==> src/sv/learning_message_router_unit_macros.svh <==
// Assertion macros for the learning message router.
// Included by learning_message_router_unit, which carries the concurrent checks; depends on nothing.
`ifndef LEARNING_MESSAGE_ROUTER_UNIT_MACROS_SVH
`define LEARNING_MESSAGE_ROUTER_UNIT_MACROS_SVH

`ifndef SYNTH
`define LMR_ASSERT_IMP(lbl, clk, rst_n, ante, cons) \
  lbl: assert property (@(posedge clk) disable iff (!rst_n) (ante) |-> (cons)) \
    else $error("lmr check failed: same-cycle implication");
`define LMR_ASSERT_NXT(lbl, clk, rst_n, ante, cons) \
  lbl: assert property (@(posedge clk) disable iff (!rst_n) (ante) |=> (cons)) \
    else $error("lmr check failed: next-cycle implication");
`else
`define LMR_ASSERT_IMP(lbl, clk, rst_n, ante, cons)
`define LMR_ASSERT_NXT(lbl, clk, rst_n, ante, cons)
`endif

`endif

==> src/sv/lmr_pkg.sv <==
// Shared types, codes and helper functions of the learning message router.
// Used by lmr_resolve and learning_message_router_unit; depends on nothing.
package lmr_pkg;

  localparam int unsigned TableDepth = 128;
  localparam int unsigned IdxW       = 7;
  localparam int unsigned AddrW      = 8;
  localparam int unsigned ChW        = 3;
  localparam int unsigned EntW       = 4;
  localparam int unsigned MaskW      = 7;
  localparam int unsigned TypeW      = 4;
  localparam int unsigned CfgIdxW    = 2;
  localparam int unsigned CfgDataW   = 7;

  localparam logic [EntW-1:0] EntryNoRoute = 4'hF;

  // Message type codes that the router reacts to.
  localparam logic [TypeW-1:0] MT_REQUEST_ADDR   = 4'd1;
  localparam logic [TypeW-1:0] MT_BROADCAST_ADDR = 4'd3;
  localparam logic [TypeW-1:0] MT_PING           = 4'd6;
  localparam logic [TypeW-1:0] MT_FIRST_HANDLED  = 4'd7;

  // Configuration register indexes.
  localparam logic [CfgIdxW-1:0] CFG_LOCAL_ADDR  = 2'd0;
  localparam logic [CfgIdxW-1:0] CFG_CHAN_ENABLE = 2'd1;
  localparam logic [CfgIdxW-1:0] CFG_HANDLER_EN  = 2'd2;

  typedef enum logic [2:0] {
    ACT_DROP    = 3'd0,
    ACT_DELIVER = 3'd1,
    ACT_PONG    = 3'd2,
    ACT_FLOOD   = 3'd3,
    ACT_SUPPLY  = 3'd4,
    ACT_FORWARD = 3'd5
  } action_e;

  typedef struct packed {
    logic [ChW-1:0]   ing;
    logic [AddrW-1:0] src;
    logic [AddrW-1:0] dst;
    logic [TypeW-1:0] typ;
  } item_t;

  typedef struct packed {
    action_e          action;
    logic             route_valid;
    logic [ChW-1:0]   channel;
    logic [MaskW-1:0] mask;
    logic [AddrW-1:0] rsrc;
    logic [AddrW-1:0] rdst;
  } result_t;

  // An unset address (zero) and the all-ones address both mean 127.
  function automatic logic [IdxW-1:0] eff_local(input logic [IdxW-1:0] a);
    return (a == '0 || a == '1) ? '1 : a;
  endfunction

  // Address whose route the item needs: the source for a ping to this node,
  // the supplied address for an address request, otherwise the destination.
  function automatic logic [AddrW-1:0] lookup_addr(input item_t it,
                                                   input logic [IdxW-1:0] loc_addr,
                                                   input logic [AddrW-1:0] unk);
    logic [AddrW-1:0] res;
    res = it.dst;
    if (it.dst == {1'b0, loc_addr} && it.typ == MT_PING) begin
      res = it.src;
    end else if (it.dst == unk && it.typ == MT_REQUEST_ADDR) begin
      res = {1'b1, loc_addr};
    end
    return res;
  endfunction

endpackage

==> src/sv/learning_message_router_unit.sv <==
// Top level of the learning message router: route table RAM, learning writes,
// result register. Depends on lmr_pkg, lmr_ram, lmr_resolve and the macro header.
//
//  channel   direction  handshake                    payload
//  config    in         cfg_we_i                     cfg_idx_i, cfg_wdata_i
//  item      in         in_valid_i / in_ready_o      ingress_channel_i .. msg_type_i
//  result    out        res_valid_o / res_ready_i    action_o .. reply_dest_o
//
// Each header passes a transfer cycle and a resolve state: in the transfer cycle the table is read and the
// source is learned; in the resolve state the result is resolved and an address supply
// writes its second entry. The single write port of the table RAM sets this split.
// Reset clears per-entry valid bits at once; an entry never written reads as no route.
// A full result register holds the resolve state until the result is taken, and no new
// header is taken before that state ends, so a new header waits until the last one has left.
`include "learning_message_router_unit_macros.svh"

module learning_message_router_unit #(
  parameter int unsigned CHANNELS       = 7,
  parameter int unsigned BROADCAST_ADDR = 255,
  parameter int unsigned UNKNOWN_ADDR   = 0
) (
  input  logic                           clk_i,
  input  logic                           rst_ni,
  input  logic                           cfg_we_i,
  input  logic [lmr_pkg::CfgIdxW-1:0]    cfg_idx_i,
  input  logic [lmr_pkg::CfgDataW-1:0]   cfg_wdata_i,
  input  logic                           in_valid_i,
  output logic                           in_ready_o,
  input  logic [lmr_pkg::ChW-1:0]        ingress_channel_i,
  input  logic [lmr_pkg::AddrW-1:0]      src_address_i,
  input  logic [lmr_pkg::AddrW-1:0]      dest_address_i,
  input  logic [lmr_pkg::TypeW-1:0]      msg_type_i,
  output logic                           res_valid_o,
  input  logic                           res_ready_i,
  output logic [2:0]                     action_o,
  output logic                           out_valid_o,
  output logic [lmr_pkg::ChW-1:0]        out_channel_o,
  output logic [lmr_pkg::MaskW-1:0]      flood_mask_o,
  output logic [lmr_pkg::AddrW-1:0]      reply_src_o,
  output logic [lmr_pkg::AddrW-1:0]      reply_dest_o
);
  import lmr_pkg::*;

  typedef enum logic {S_IDLE, S_RESOLVE} state_e;

  localparam logic [4:0]       ChanLim = 5'(CHANNELS);
  localparam logic [AddrW-1:0] Bcast   = AddrW'(BROADCAST_ADDR);
  localparam logic [AddrW-1:0] Unk     = AddrW'(UNKNOWN_ADDR);

  state_e           state_q;
  item_t            item_d, item_q;
  logic [AddrW-1:0] lk_addr_d, lk_addr_q;
  logic             src_learned_d, src_learned_q;
  result_t          res_d, res_q;
  logic             res_valid_q;

  logic [IdxW-1:0]  local_addr_q, loc_addr;
  logic [MaskW-1:0] chan_en_q;
  logic             handler_en_q;

  logic [TableDepth-1:0] vld_q;
  logic                  rd_hit_q;
  logic                  accept, done, learn_local;
  logic                  we;
  logic [IdxW-1:0]       waddr;
  logic [EntW-1:0]       wdata, rd_entry;

  // Configuration registers.
  always_ff @(posedge clk_i or negedge rst_ni) begin
    if (!rst_ni) begin
      local_addr_q <= '1;
      chan_en_q    <= '0;
      handler_en_q <= 1'b0;
    end else if (cfg_we_i) begin
      case (cfg_idx_i)
        CFG_LOCAL_ADDR:  local_addr_q <= cfg_wdata_i[IdxW-1:0];
        CFG_CHAN_ENABLE: chan_en_q    <= cfg_wdata_i[MaskW-1:0];
        CFG_HANDLER_EN:  handler_en_q <= cfg_wdata_i[0];
        default: ;
      endcase
    end
  end

  assign loc_addr   = eff_local(local_addr_q);
  assign in_ready_o = (state_q == S_IDLE);
  assign accept     = in_valid_i && in_ready_o;
  assign done       = (state_q == S_RESOLVE) && (!res_valid_q || res_ready_i);

  always_comb begin
    item_d.ing    = ingress_channel_i;
    item_d.src    = src_address_i;
    item_d.dst    = dest_address_i;
    item_d.typ    = msg_type_i;
    lk_addr_d     = lookup_addr(item_d, loc_addr, Unk);
    src_learned_d = src_address_i != Unk && src_address_i != Bcast &&
                    ({2'b00, ingress_channel_i} < ChanLim);
  end

  // One write port: the source learn in the transfer cycle, the supplied
  // address learn when the item leaves the resolve cycle.
  always_comb begin
    if (accept) begin
      we    = src_learned_d;
      waddr = src_address_i[IdxW-1:0];
      wdata = {1'b0, ingress_channel_i};
    end else begin
      we    = done && learn_local;
      waddr = loc_addr;
      wdata = {1'b0, item_q.ing};
    end
  end

  lmr_ram #(
    .WIDTH (EntW),
    .DEPTH (TableDepth)
  ) u_table (
    .clk_i   (clk_i),
    .we_i    (we),
    .waddr_i (waddr),
    .wdata_i (wdata),
    .re_i    (accept),
    .raddr_i (lk_addr_d[IdxW-1:0]),
    .rdata_o (rd_entry)
  );

  always_ff @(posedge clk_i or negedge rst_ni) begin
    if (!rst_ni) begin
      vld_q    <= '0;
      rd_hit_q <= 1'b0;
    end else begin
      if (we) begin
        vld_q[waddr] <= 1'b1;
      end
      if (accept) begin
        rd_hit_q <= vld_q[lk_addr_d[IdxW-1:0]];
      end
    end
  end

  lmr_resolve #(
    .CHANNELS       (CHANNELS),
    .BROADCAST_ADDR (BROADCAST_ADDR),
    .UNKNOWN_ADDR   (UNKNOWN_ADDR)
  ) u_resolve (
    .item_i        (item_q),
    .lk_addr_i     (lk_addr_q),
    .src_learned_i (src_learned_q),
    .rd_entry_i    (rd_entry),
    .rd_hit_i      (rd_hit_q),
    .loc_addr_i    (loc_addr),
    .chan_en_i     (chan_en_q),
    .handler_en_i  (handler_en_q),
    .res_o         (res_d),
    .learn_local_o (learn_local)
  );

  always_ff @(posedge clk_i or negedge rst_ni) begin
    if (!rst_ni) begin
      state_q       <= S_IDLE;
      item_q        <= '0;
      lk_addr_q     <= '0;
      src_learned_q <= 1'b0;
      res_q         <= '0;
      res_valid_q   <= 1'b0;
    end else begin
      case (state_q)
        S_IDLE: begin
          if (accept) begin
            state_q       <= S_RESOLVE;
            item_q        <= item_d;
            lk_addr_q     <= lk_addr_d;
            src_learned_q <= src_learned_d;
          end
        end
        S_RESOLVE: begin
          if (done) begin
            state_q <= S_IDLE;
          end
        end
        default: state_q <= S_IDLE;
      endcase
      if (done) begin
        res_q       <= res_d;
        res_valid_q <= 1'b1;
      end else if (res_ready_i) begin
        res_valid_q <= 1'b0;
      end
    end
  end

  assign res_valid_o   = res_valid_q;
  assign action_o      = res_q.action;
  assign out_valid_o   = res_q.route_valid;
  assign out_channel_o = res_q.channel;
  assign flood_mask_o  = res_q.mask;
  assign reply_src_o   = res_q.rsrc;
  assign reply_dest_o  = res_q.rdst;

  `LMR_ASSERT_NXT(a_accept_blocks, clk_i, rst_ni, accept, !in_ready_o && state_q == S_RESOLVE)
  `LMR_ASSERT_NXT(a_resolve_holds, clk_i, rst_ni, state_q == S_RESOLVE && res_valid_q && !res_ready_i, state_q == S_RESOLVE)
  `LMR_ASSERT_IMP(a_route_action, clk_i, rst_ni, res_valid_o && out_valid_o, action_o == ACT_PONG || action_o == ACT_SUPPLY || action_o == ACT_FORWARD)
  `LMR_ASSERT_IMP(a_mask_only_flood, clk_i, rst_ni, res_valid_o && action_o != ACT_FLOOD, flood_mask_o == '0)
  `LMR_ASSERT_IMP(a_route_enabled, clk_i, rst_ni, res_valid_o && out_valid_o, |(chan_en_q & (MaskW'(1) << out_channel_o)))

endmodule

==> src/sv/lmr_ram.sv <==
// Generic single-port-write, single-port-read RAM with a registered read.
// Read during write to the same address returns the old data; no dependencies.
module lmr_ram #(
  parameter int unsigned WIDTH = 4,
  parameter int unsigned DEPTH = 128
) (
  input  logic                     clk_i,
  input  logic                     we_i,
  input  logic [$clog2(DEPTH)-1:0] waddr_i,
  input  logic [WIDTH-1:0]         wdata_i,
  input  logic                     re_i,
  input  logic [$clog2(DEPTH)-1:0] raddr_i,
  output logic [WIDTH-1:0]         rdata_o
);

  logic [WIDTH-1:0] mem_q [DEPTH];
  logic [WIDTH-1:0] rdata_q;

  always_ff @(posedge clk_i) begin
    if (we_i) begin
      mem_q[waddr_i] <= wdata_i;
    end
    if (re_i) begin
      rdata_q <= mem_q[raddr_i];
    end
  end

  assign rdata_o = rdata_q;

endmodule

==> src/sv/lmr_resolve.sv <==
// Decision logic of the router: picks the action and builds the result from
// the held item and the table read. Depends on lmr_pkg.
module lmr_resolve #(
  parameter int unsigned CHANNELS       = 7,
  parameter int unsigned BROADCAST_ADDR = 255,
  parameter int unsigned UNKNOWN_ADDR   = 0
) (
  input  lmr_pkg::item_t                  item_i,
  input  logic [lmr_pkg::AddrW-1:0]       lk_addr_i,
  input  logic                            src_learned_i,
  input  logic [lmr_pkg::EntW-1:0]        rd_entry_i,
  input  logic                            rd_hit_i,
  input  logic [lmr_pkg::IdxW-1:0]        loc_addr_i,
  input  logic [lmr_pkg::MaskW-1:0]       chan_en_i,
  input  logic                            handler_en_i,
  output lmr_pkg::result_t                res_o,
  output logic                            learn_local_o
);
  import lmr_pkg::*;

  localparam logic [4:0]       ChanLim = 5'(CHANNELS);
  localparam logic [AddrW-1:0] Bcast   = AddrW'(BROADCAST_ADDR);
  localparam logic [AddrW-1:0] Unk     = AddrW'(UNKNOWN_ADDR);

  logic [AddrW-1:0] loc8, pkt;
  logic             ing_ok, is_local, is_bc, is_unk, supply, route_ok;
  logic [EntW-1:0]  entry;
  logic [MaskW:0]   chan_en_x;
  logic [MaskW-1:0] flood;

  always_comb begin
    loc8      = {1'b0, loc_addr_i};
    pkt       = {1'b1, loc_addr_i};
    ing_ok    = {2'b00, item_i.ing} < ChanLim;
    is_local  = item_i.dst == loc8;
    is_bc     = !is_local && item_i.dst == Bcast;
    is_unk    = !is_local && !is_bc && item_i.dst == Unk;
    supply    = is_unk && item_i.typ == MT_REQUEST_ADDR;
    learn_local_o = supply && pkt != Bcast && ing_ok;

    // The table write of this item's learning is not yet visible in the read
    // data, so the ingress channel is forwarded where it applies.
    if (learn_local_o) begin
      entry = {1'b0, item_i.ing};
    end else if (src_learned_i && item_i.src[IdxW-1:0] == lk_addr_i[IdxW-1:0]) begin
      entry = {1'b0, item_i.ing};
    end else if (rd_hit_i) begin
      entry = rd_entry_i;
    end else begin
      entry = EntryNoRoute;
    end

    chan_en_x = {1'b0, chan_en_i};
    route_ok  = !(lk_addr_i == loc8 || lk_addr_i == Bcast) &&
                ({1'b0, entry} < ChanLim) && (entry < 4'd7) &&
                chan_en_x[entry[2:0]];

    if (ing_ok && item_i.ing != 3'd7) begin
      flood = chan_en_i & ~(MaskW'(1) << item_i.ing);
    end else begin
      flood = chan_en_i;
    end

    res_o = '0;
    if (is_local) begin
      if (item_i.typ == MT_PING) begin
        res_o.action      = ACT_PONG;
        res_o.rsrc        = item_i.dst;
        res_o.rdst        = item_i.src;
        res_o.route_valid = route_ok;
      end else if (item_i.typ >= MT_FIRST_HANDLED && handler_en_i) begin
        res_o.action = ACT_DELIVER;
        res_o.rsrc   = item_i.src;
        res_o.rdst   = item_i.dst;
      end
    end else if (is_bc) begin
      if (item_i.typ == MT_BROADCAST_ADDR) begin
        res_o.action = ACT_FLOOD;
        res_o.mask   = flood;
        res_o.rsrc   = item_i.src;
        res_o.rdst   = Bcast;
      end
    end else if (is_unk) begin
      if (supply) begin
        res_o.action      = ACT_SUPPLY;
        res_o.rsrc        = loc8;
        res_o.rdst        = pkt;
        res_o.route_valid = route_ok;
      end
    end else begin
      res_o.action      = ACT_FORWARD;
      res_o.rsrc        = item_i.src;
      res_o.rdst        = item_i.dst;
      res_o.route_valid = route_ok;
    end
    res_o.channel = res_o.route_valid ? entry[ChW-1:0] : '0;
  end

endmodule
==> config.mk <==
export PLATFORM = sky130hd
export DESIGN_NAME = learning_message_router_unit
export DESIGN_NICKNAME = d
export VERILOG_FILES = /design/src/sv/lmr_pkg.sv /design/src/sv/learning_message_router_unit.sv /design/src/sv/lmr_ram.sv /design/src/sv/lmr_resolve.sv
export VERILOG_INCLUDE_DIRS = /design/src /design/src/sv
export SDC_FILE = /design/constraint.sdc
export NUM_CORES = 1
export LEC_CHECK = 0
export ABC_AREA = 1
export BUFFER_PORTS_ARGS = -buffer_cell sky130_fd_sc_hd__buf_2
export CORE_MARGIN = 2
export CORE_UTILIZATION = 40
export CTS_CLUSTER_DIAMETER = 60
export DETAILED_ROUTE_END_ITERATION = 12
export PLACE_DENSITY = 0.56
export SYNTH_ARGS = -nofsm -noshare
export SYNTH_HDL_FRONTEND = slang
export SYNTH_HIERARCHICAL = 1
export SYNTH_SLANG_ARGS = --single-unit
==> constraint.sdc <==
create_clock -name clk_i -period 4.4 [get_ports clk_i]
set_clock_uncertainty 0.05 [all_clocks]
set_input_delay 0.22 -clock clk_i [delete_from_list [all_inputs] [get_ports clk_i]]
set_output_delay 0.22 -clock clk_i [all_outputs]
set_load 0.01 [all_outputs]
# Word level (Yosys, flattened, before mapping)
# Memories as Yosys holds them, arrays and structs flattened. A register that Yosys moved wholly into a read port is not among the register bits.
# Cells that the tools add are included.
# totals
out_inout_bits	32
ram_bits	384
mem_count	1
in_bits	37
elab_cells	131
latchBits	0
reg_bits	212
romBits	0
# memory_table
memory	words	word_bits	read_ports	rd_ports_with_merged_regs	write_ports	line	source
u_table.mem_q	128	3	1	1	1	lmr_ram.sv:16	logic [WIDTH-1:0] mem_q [DEPTH];
# op_classes
mul	0
n_shift	1
bitwise	4
magnitude_cmp	9
reduce_logical	37
n_addsub	0
muxes	42
div_mod_pow	0
n_eq_ne	17
# op_table
op	count
$or A128 B128 Y128	1
$mux W16	5
$mux W7	5
$eq A8 B7 Y1	3
$mux W4	6
$mux W23	1
$logic_and A1 B1 Y1	20
$eq A8 B8 Y1 const B	2
$logic_not A8 Y1	2
$lt A7 B8 Y1 const B	2
$mux W8	2
$mux W15	1
$mux W1	13
$mux W3	4
$eq A4 B1 Y1 const B	2
$eq A4 B3 Y1 const B	2
$lt A4 B3 Y1 const B	2
$ne A8 B8 Y1 const B	1
$reduce_and A2 Y1	4
$reduce_bool A8 Y1	1
$and A7 B7 Y7	1
$bmux W1 S7	1
$demux W1 S7	1
$eq A7 B7 Y1	1
other kinds (21)	27

# Depth between registers and ports, before layout
# depth
ltp_word	22
depth_mapped	28
depth_no_buf	24

# Cells and area by module
# The synthesis kept the hierarchy.
# by_module_without_submodules
module	area_each_um2	n_inst	seq_area_each_um2	cells_per_inst
lmr_ram	21535.7	1	15494.9	1886
learning_message_router_unit	9535.4	1	5213.8	1115
lmr_resolve	1295.0	1	0.0	246

# Worst setup path after synthesis
# No wires, ideal clock.
# synth_path
path_kind	reg-to-reg
startpoint	register local_addr_q[6]
endpoint	memory u_table/mem_q[105][0] in the netlist's numbering (enable)
t_required_ps	4021
path_slack_ps	1044
path_buffers	3
arrival_ps	2977
path_stages_with_launch	18
setup_ps	329
synth_period_minus_slack_ps	3356
cell_sequence	dfstp_2 inv_2 nand2_1 nor2_2 nand2_2 buf_6 nand3_2 nand2_1 nor3_1 a21oi_1 inv_1 nor4_1 inv_1 o21ai_1 clkbuf_1 nand2_1 clkbuf_1 nor2_1
# synth_between
elab_chain_len	16
word_cells_on_any_way	19
classes_between	3 x eq/ne; 5 x mux; 11 x reduce/logical
# synth_lines
item	line	source
start, declared	learning_message_router_unit.sv:57	logic [IdxW-1:0] local_addr_q, loc_addr;
start signal, assigned	learning_message_router_unit.sv:76	CFG_LOCAL_ADDR: local_addr_q <= cfg_wdata_i[IdxW-1:0];
$eq A7 B7 Y1 / $logic_not A7 Y1 (equally long branches)	lmr_pkg.sv:55	return (a == '0 || a == '1) ? '1 : a;
$logic_or A1 B1 Y1 (*)	lmr_pkg.sv:55	
$mux W7 (*)	lmr_pkg.sv:55	
net loc_addr[0]	learning_message_router_unit.sv:57	
$eq A8 B7 Y1	lmr_resolve.sv:35	is_local = item_i.dst == loc8;
$logic_not A1 Y1	lmr_resolve.sv:36, lmr_resolve.sv:37	
$logic_and A1 B1 Y1	lmr_resolve.sv:36	is_bc = !is_local && item_i.dst == Bcast;
$logic_not A1 Y1	lmr_resolve.sv:37	is_unk = !is_local && !is_bc && item_i.dst == Unk;
$logic_and A1 B1 Y1 (2 in a row)	lmr_resolve.sv:37	
$logic_and A1 B1 Y1	lmr_resolve.sv:38	supply = is_unk && item_i.typ == MT_REQUEST_ADDR;
$logic_and A1 B1 Y1 (*) (2 in a row)	lmr_resolve.sv:39	learn_local_o = supply && pkt != Bcast && ing_ok;
net learn_local	learning_message_router_unit.sv:63	logic accept, done, learn_local;
$logic_and A1 B1 Y1 (*)	learning_message_router_unit.sv:107	we = done && learn_local;
$mux W1 (*)	learning_message_router_unit.sv:102	if (accept) begin
net we	learning_message_router_unit.sv:64	logic we;
$mux W1 (*)	lmr_ram.sv:20	if (we_i) begin
$mux W1 (not written as such) (*)	lmr_ram.sv:21	mem_q[waddr_i] <= wdata_i;
end, declared	lmr_ram.sv:16	
# The timed path passes the listed nets; every way through them passes the cells marked *.

# Worst setup path in the final report
# layout_path
startpoint	register local_addr_q[6]
endpoint	register u_table.rdata_q[1], in the netlist u_table/rdata_o[1] (read register of u_table.mem_q), data pin
# layout_between
elab_chain_len	6
word_cells_on_any_way	8
classes_between	2 x eq/ne; 3 x mux; 3 x reduce/logical
# layout_lines
item	line	source
$eq A7 B7 Y1 / $logic_not A7 Y1 (equally long branches)	lmr_pkg.sv:55	
$logic_or A1 B1 Y1 (*)	lmr_pkg.sv:55	
$mux W7 (*)	lmr_pkg.sv:55	
net loc_addr[1]	learning_message_router_unit.sv:57	
$eq A8 B7 Y1	lmr_pkg.sv:65	if (it.dst == {1'b0, loc_addr} && it.typ == MT_PING) begin
$logic_and A1 B1 Y1	lmr_pkg.sv:65	
$mux W8 (*)	lmr_pkg.sv:65	
end, declared	lmr_ram.sv:17	logic [WIDTH-1:0] rdata_q;
# Marked as above.
# A chain may end at the register's enable or synchronous reset.

==> out/results.txt <==
The run finished with clean final reports. The analysis attributes to cell leakage a power of 15.18 nW. Compared with the post-synthesis result, the final layout area differs by 14.52%.

The H-tree was split into 3 levels. The worst hold path begins at in_valid_i. The post-route setup TNS came out at 0 ns. The count of flip-flops with a built-in enable after synthesis is 516, and the first-pass GRT wire length is 138.3 mm. Number of nets in the finished design: 3487.

The post-route netlist has 10.25% of its cells at a drive strength greater than 1. The count of buffers added on input and output ports is 68. Pin placement for this block handled 69 I/O pins. The maximum single-stage delay on the critical path came out at 0.56 ns.

STA classifies the critical path startpoint as a flop. Power comes to 16.62 mW. Setup repair after global routing left no endpoint under its margin.

The endpoint identified for the worst register-to-register timing path is u_table/rdata_o[1]. The width of the die works out to 288.5 um. In this run the worst path has a maximum fanout of 51.

The worst path buffer plus inverter count was 4; the weighted congestion reported at the end of routability-driven placement was 0.9076. The leading register cell type out of synthesis is edfxtp_1. The busiest layer in global routing was met2. The number of global-route vias before repair is 23670, and the slew of the pin with the lowest slew margin is 1.021 ns.

Post-CTS timing repair inserted 0 buffers for setup. Global routing used 21.48% of the available tracks across all layers. Antenna violation net count after detailed routing: 0.

After the first detailed-routing iteration, the DRC count stood at 1841. A synthesized cell averages 9.968 um^2. The logs give 0.35 ns for the minimum setup slack among reg-to-reg paths and 0 for the setup violation total in the final timing report. The number of buffers created by CTS was 78. Among cell families on the critical path, the largest total delay comes from simple AND/OR/NAND/NOR gates. The tools report the initial standard-cell utilization of the core as 40.31%. The later-pin clock latency in the skew report was 0.62 ns. The total number of vias is 23440. In the final routed layout, each cell accounts on average for 19.24 um.

The share of total power dissipated in sequential elements is 47.5%. The count of mapped cells out of synthesis came out at 3247. Entering global routing, the biggest net connects 156 pins. The tightest min-delay check is of the in -> reg type. Among all stages on the critical path, the largest delay is contributed by dfstp_2. Of the total power, the clock network draws 39.5%. The switching share of power came out at 26.72%.

After clock tree synthesis, the clock-pin slew on the worst setup and hold paths is 0.06 ns. The worst hold path terminates at item_q[18]. The worst flop-to-flop path startpoint was local_addr_q[6].

The first detailed-routing pass ran for 5 iterations. The run gives 0.2471 GHz as the upper clock frequency limit. For the finished layout, the period the worst path requires is 4.046 ns. The total core area was 0.08029 mm^2; the net switching power of the design was 4.441 mW. Global routing used 36.22% of the available met2 tracks.

The logs give 49 for the unique cell type count in the Yosys netlist and 3 for the maximum clock insertion buffer count. In the global route stage, met3 resource usage came out at 2.662%. The final routed wirelength across all metal layers is 87.98 mm, and the power per unit of standard cell area is 448.4 mW/mm^2. The critical path goes through inv_2 > nand2_1 > nor2_2 > nand2_2 > nand3_2 > nand2_1 > nand2_1 > nor2_1 > nand2_1 > nand2_2 > nand2_8 > inv_8 > buf_12 > buf_4 > nand2_1 > nand3_1 > nand3_1 > nand3_1 > nand2_1 > nand2_1 > nand3_1 > nand2_1 > nand2_1 > nand2_1. Proportion of synthesized flip-flops having asynchronous set or reset: 28.73%. nand2_1 is the most common cell in the netlist. The worst setup path is captured at a flop.

The run gives 0.3371 mV as the maximum vdd ir drop. The floorplan step defined a die boundary enclosing 0.08321 mm^2. The data arrival at the endpoint of the critical path is 4.48 ns, and the number of antenna violations at the first check in global routing is 0.

The antenna diode instance count came out at 0. TritonCTS built the clock tree. The part of the Yosys area used for sequential elements was 63.98%; the area of the mapped netlist was 0.03237 mm^2.

The critical path class is reg -> reg. Data on the critical path is required at its endpoint by 4.84 ns. The worst register-to-register path has a depth of 24.

Counting flops and latches in the post-synthesis netlist gives 724. For this run the aggregate overflow at the end of global routing stands at 0. The number of vias per cell after detailed routing came out at 5.126.

For the number of max-slew violations in the final report, the log shows 0. The commonest cells after synthesis are 936 x nand2_1, 632 x nand3_1, 516 x edfxtp_1. The run gives 0 as the count of unresolved DRC violations after routing.

In this run the vertical extent of the chip is 288.5 um. For the cell row count, the log shows 104. The top cell type by area accounts for 47.87% of the synthesized area. Counting instances, the worst hold path has a depth of 6.

The tools report the internal power of the cells as 12.18 mW. Once detailed placement completed, the half-perimeter wirelength came to 54.05 mm. Worst-case headroom to the max-slew limit: 31.90%. The run gives 46.17% as the share of the core filled with cells in the final layout. During synthesis, Yosys emitted a total of 6 warnings. The cell seen most often among critical-path stages was nand2_1. The total of max-cap violations came out at 0. Relative contribution of combinational cells to total power: 13.0%. The number of hold violations in the final report was 0.

Counting every sink on the clock net gives 724. CTS placed an instance of clkbuf_16 at the clock tree root. Cell accounting for the most synthesized area: edfxtp_1. The worst path uses 91.96% of the clock period.

The run gives 28.67% as the met1 track demand over resource. Ranked by total cell area, the synthesized netlist is headed by edfxtp_1 48%, dfrtp_1 16%, nand2_1 11%.
how the worst max path moves through the flow:
stage	endpoint	depth (start not counted)	from	slack [ns]
after floorplan	u_table/mem_q[105][0]	17	local_addr_q[6]	1.04
after global placement	u_table/rdata_o[2]	26	local_addr_q[6]	0.44
after detailed placement	u_table/rdata_o[1]	26	local_addr_q[6]	0.40
after CTS	u_table/rdata_o[1]	26	local_addr_q[6]	0.36
after global routing	u_table/rdata_o[1]	24	local_addr_q[6]	0.004
final	u_table/rdata_o[1]	24	local_addr_q[6]	0.35
power groups by stage:
stage                     Clock (mW)  Combinational, mW  Sequential [mW]
after floorplan                    0               1.26             8.04
after global placement             0               2.15             8.02
after detailed placement           0               2.15             8.03
after CTS                       6.71               2.18             7.89
after global routing            6.98               2.40             7.91
final                           6.57               2.16             7.89
worst reg2reg max path, cell delays in order (launching register included):
cell and delay [ns]:
dfstp_2 0.56, inv_2 0.05, nand2_1 0.08, nor2_2 0.04, nand2_2 0.23, nand3_2 0.29
nand2_1 0.13, nand2_1 0.08, nor2_1 0.20, nand2_1 0.12, nand2_2 0.21, nand2_8 0.12
inv_8 0.29, buf_12 0.30, buf_4 0.23, nand2_1 0.08, nand3_1 0.07, nand3_1 0.07
nand3_1 0.11, nand2_1 0.11, nand2_1 0.07, nand3_1 0.06, nand2_1 0.11, nand2_1 0.14
nand2_1 0.10
repair_timing:
item	in CTS	in global routing
resized for setup	0	1
setup endpoints to repair	0	3
endpoints found under the hold margin	157	0
hold buffers	31	0
logic make-up (layout without fill, tap and decap cells):
group	count (synthesis)	in the layout	synth area share, %
AO/OA/AOI/OAI	223	223	3.862
XOR/XNOR	5	5	0.1353
buffers and inverters	424	563	6.166
flip-flops	724	724	63.98
multiplexers	30	30	1.044
other	1	128	0.01159
AND/OR/NAND/NOR	1840	1840	24.80
layer usage:
layer	vias to the layer above	part of all wire, %
met5	-	0
met4	0	3.1
met3	163	5.1
met2	639	48
met1	11370	44
li1	11270	-
placed cells by master, fill, tap and decap left out, drive strengths merged:
cell	Yosys	layout
a311oi	4	4
a221oi	1	1
dfrtp	201	201
nand2	954	954
or2	2	2
nor3	16	16
dlygate4sd3	0	31
mux2	30	30
o221ai	8	8
inv	259	265
o21ai	180	180
edfxtp	516	516
nand4	19	19
conb	1	128
o31ai	3	3
dfstp	7	7
bufinv	0	5
o2111ai	8	8
clkbuf	46	109
o21bai	1	1
buf	117	128
a21oi	14	14
clkinvlp	0	1
clkinv	2	24
xnor2	3	3
nor4	6	6
o211ai	3	3
nand3	645	645
a211oi	1	1
xor2	2	2
nor2	198	198
flip-flops by register name, indices dropped and copies added, names as in the netlist:
register and cells:
item_q 23, res_valid_o 1, rd_hit_q 1, vld_q 128, flood_mask_o 7, src_learned_q 1
reply_src_o 8, u_table/rdata_o 4, local_addr_q 7, u_table/mem_q 512, reply_dest_o 8, action_o 3
state_q 1, handler_en_q 1, chan_en_q 7, out_valid_o 1, out_channel_o 3, lk_addr_q 8
area by class of cell:
| class | count | area, um^2 |
|---|---|---|
| Multi-Input combinational cell | 2226 | 10180 |
| Timing Repair Buffer | 159 | 1299 |
| Clock inverter | 34 | 317.8 |
| Fill cell | 7631 | 43220 |
| Clock buffer | 109 | 2243 |
| Inverter | 261 | 992.2 |
| Sequential cell | 724 | 20710 |
| Tap cell | 1060 | 1326 |
metrics by stage:
step | cell area, um^2 | setup WS, ns | hold WS, ns | cells
2_1_floorplan | 32840 | 1.044 | -0.1256 | 3374
3_3_place_gp | 34190 | 0.4448 | 0.3604 | 4399
3_5_place_dp | 34190 | 0.4036 | 0.3591 | 4399
4_1_cts | 37060 | 0.3633 | 0.05989 | 4573
5_1_grt | 37070 | 0.003873 | 0.1131 | 4573
6_report | 37070 | 0.3536 | 0.09296 | 4573
No activity file was read; power rests on OpenSTA's default activity.
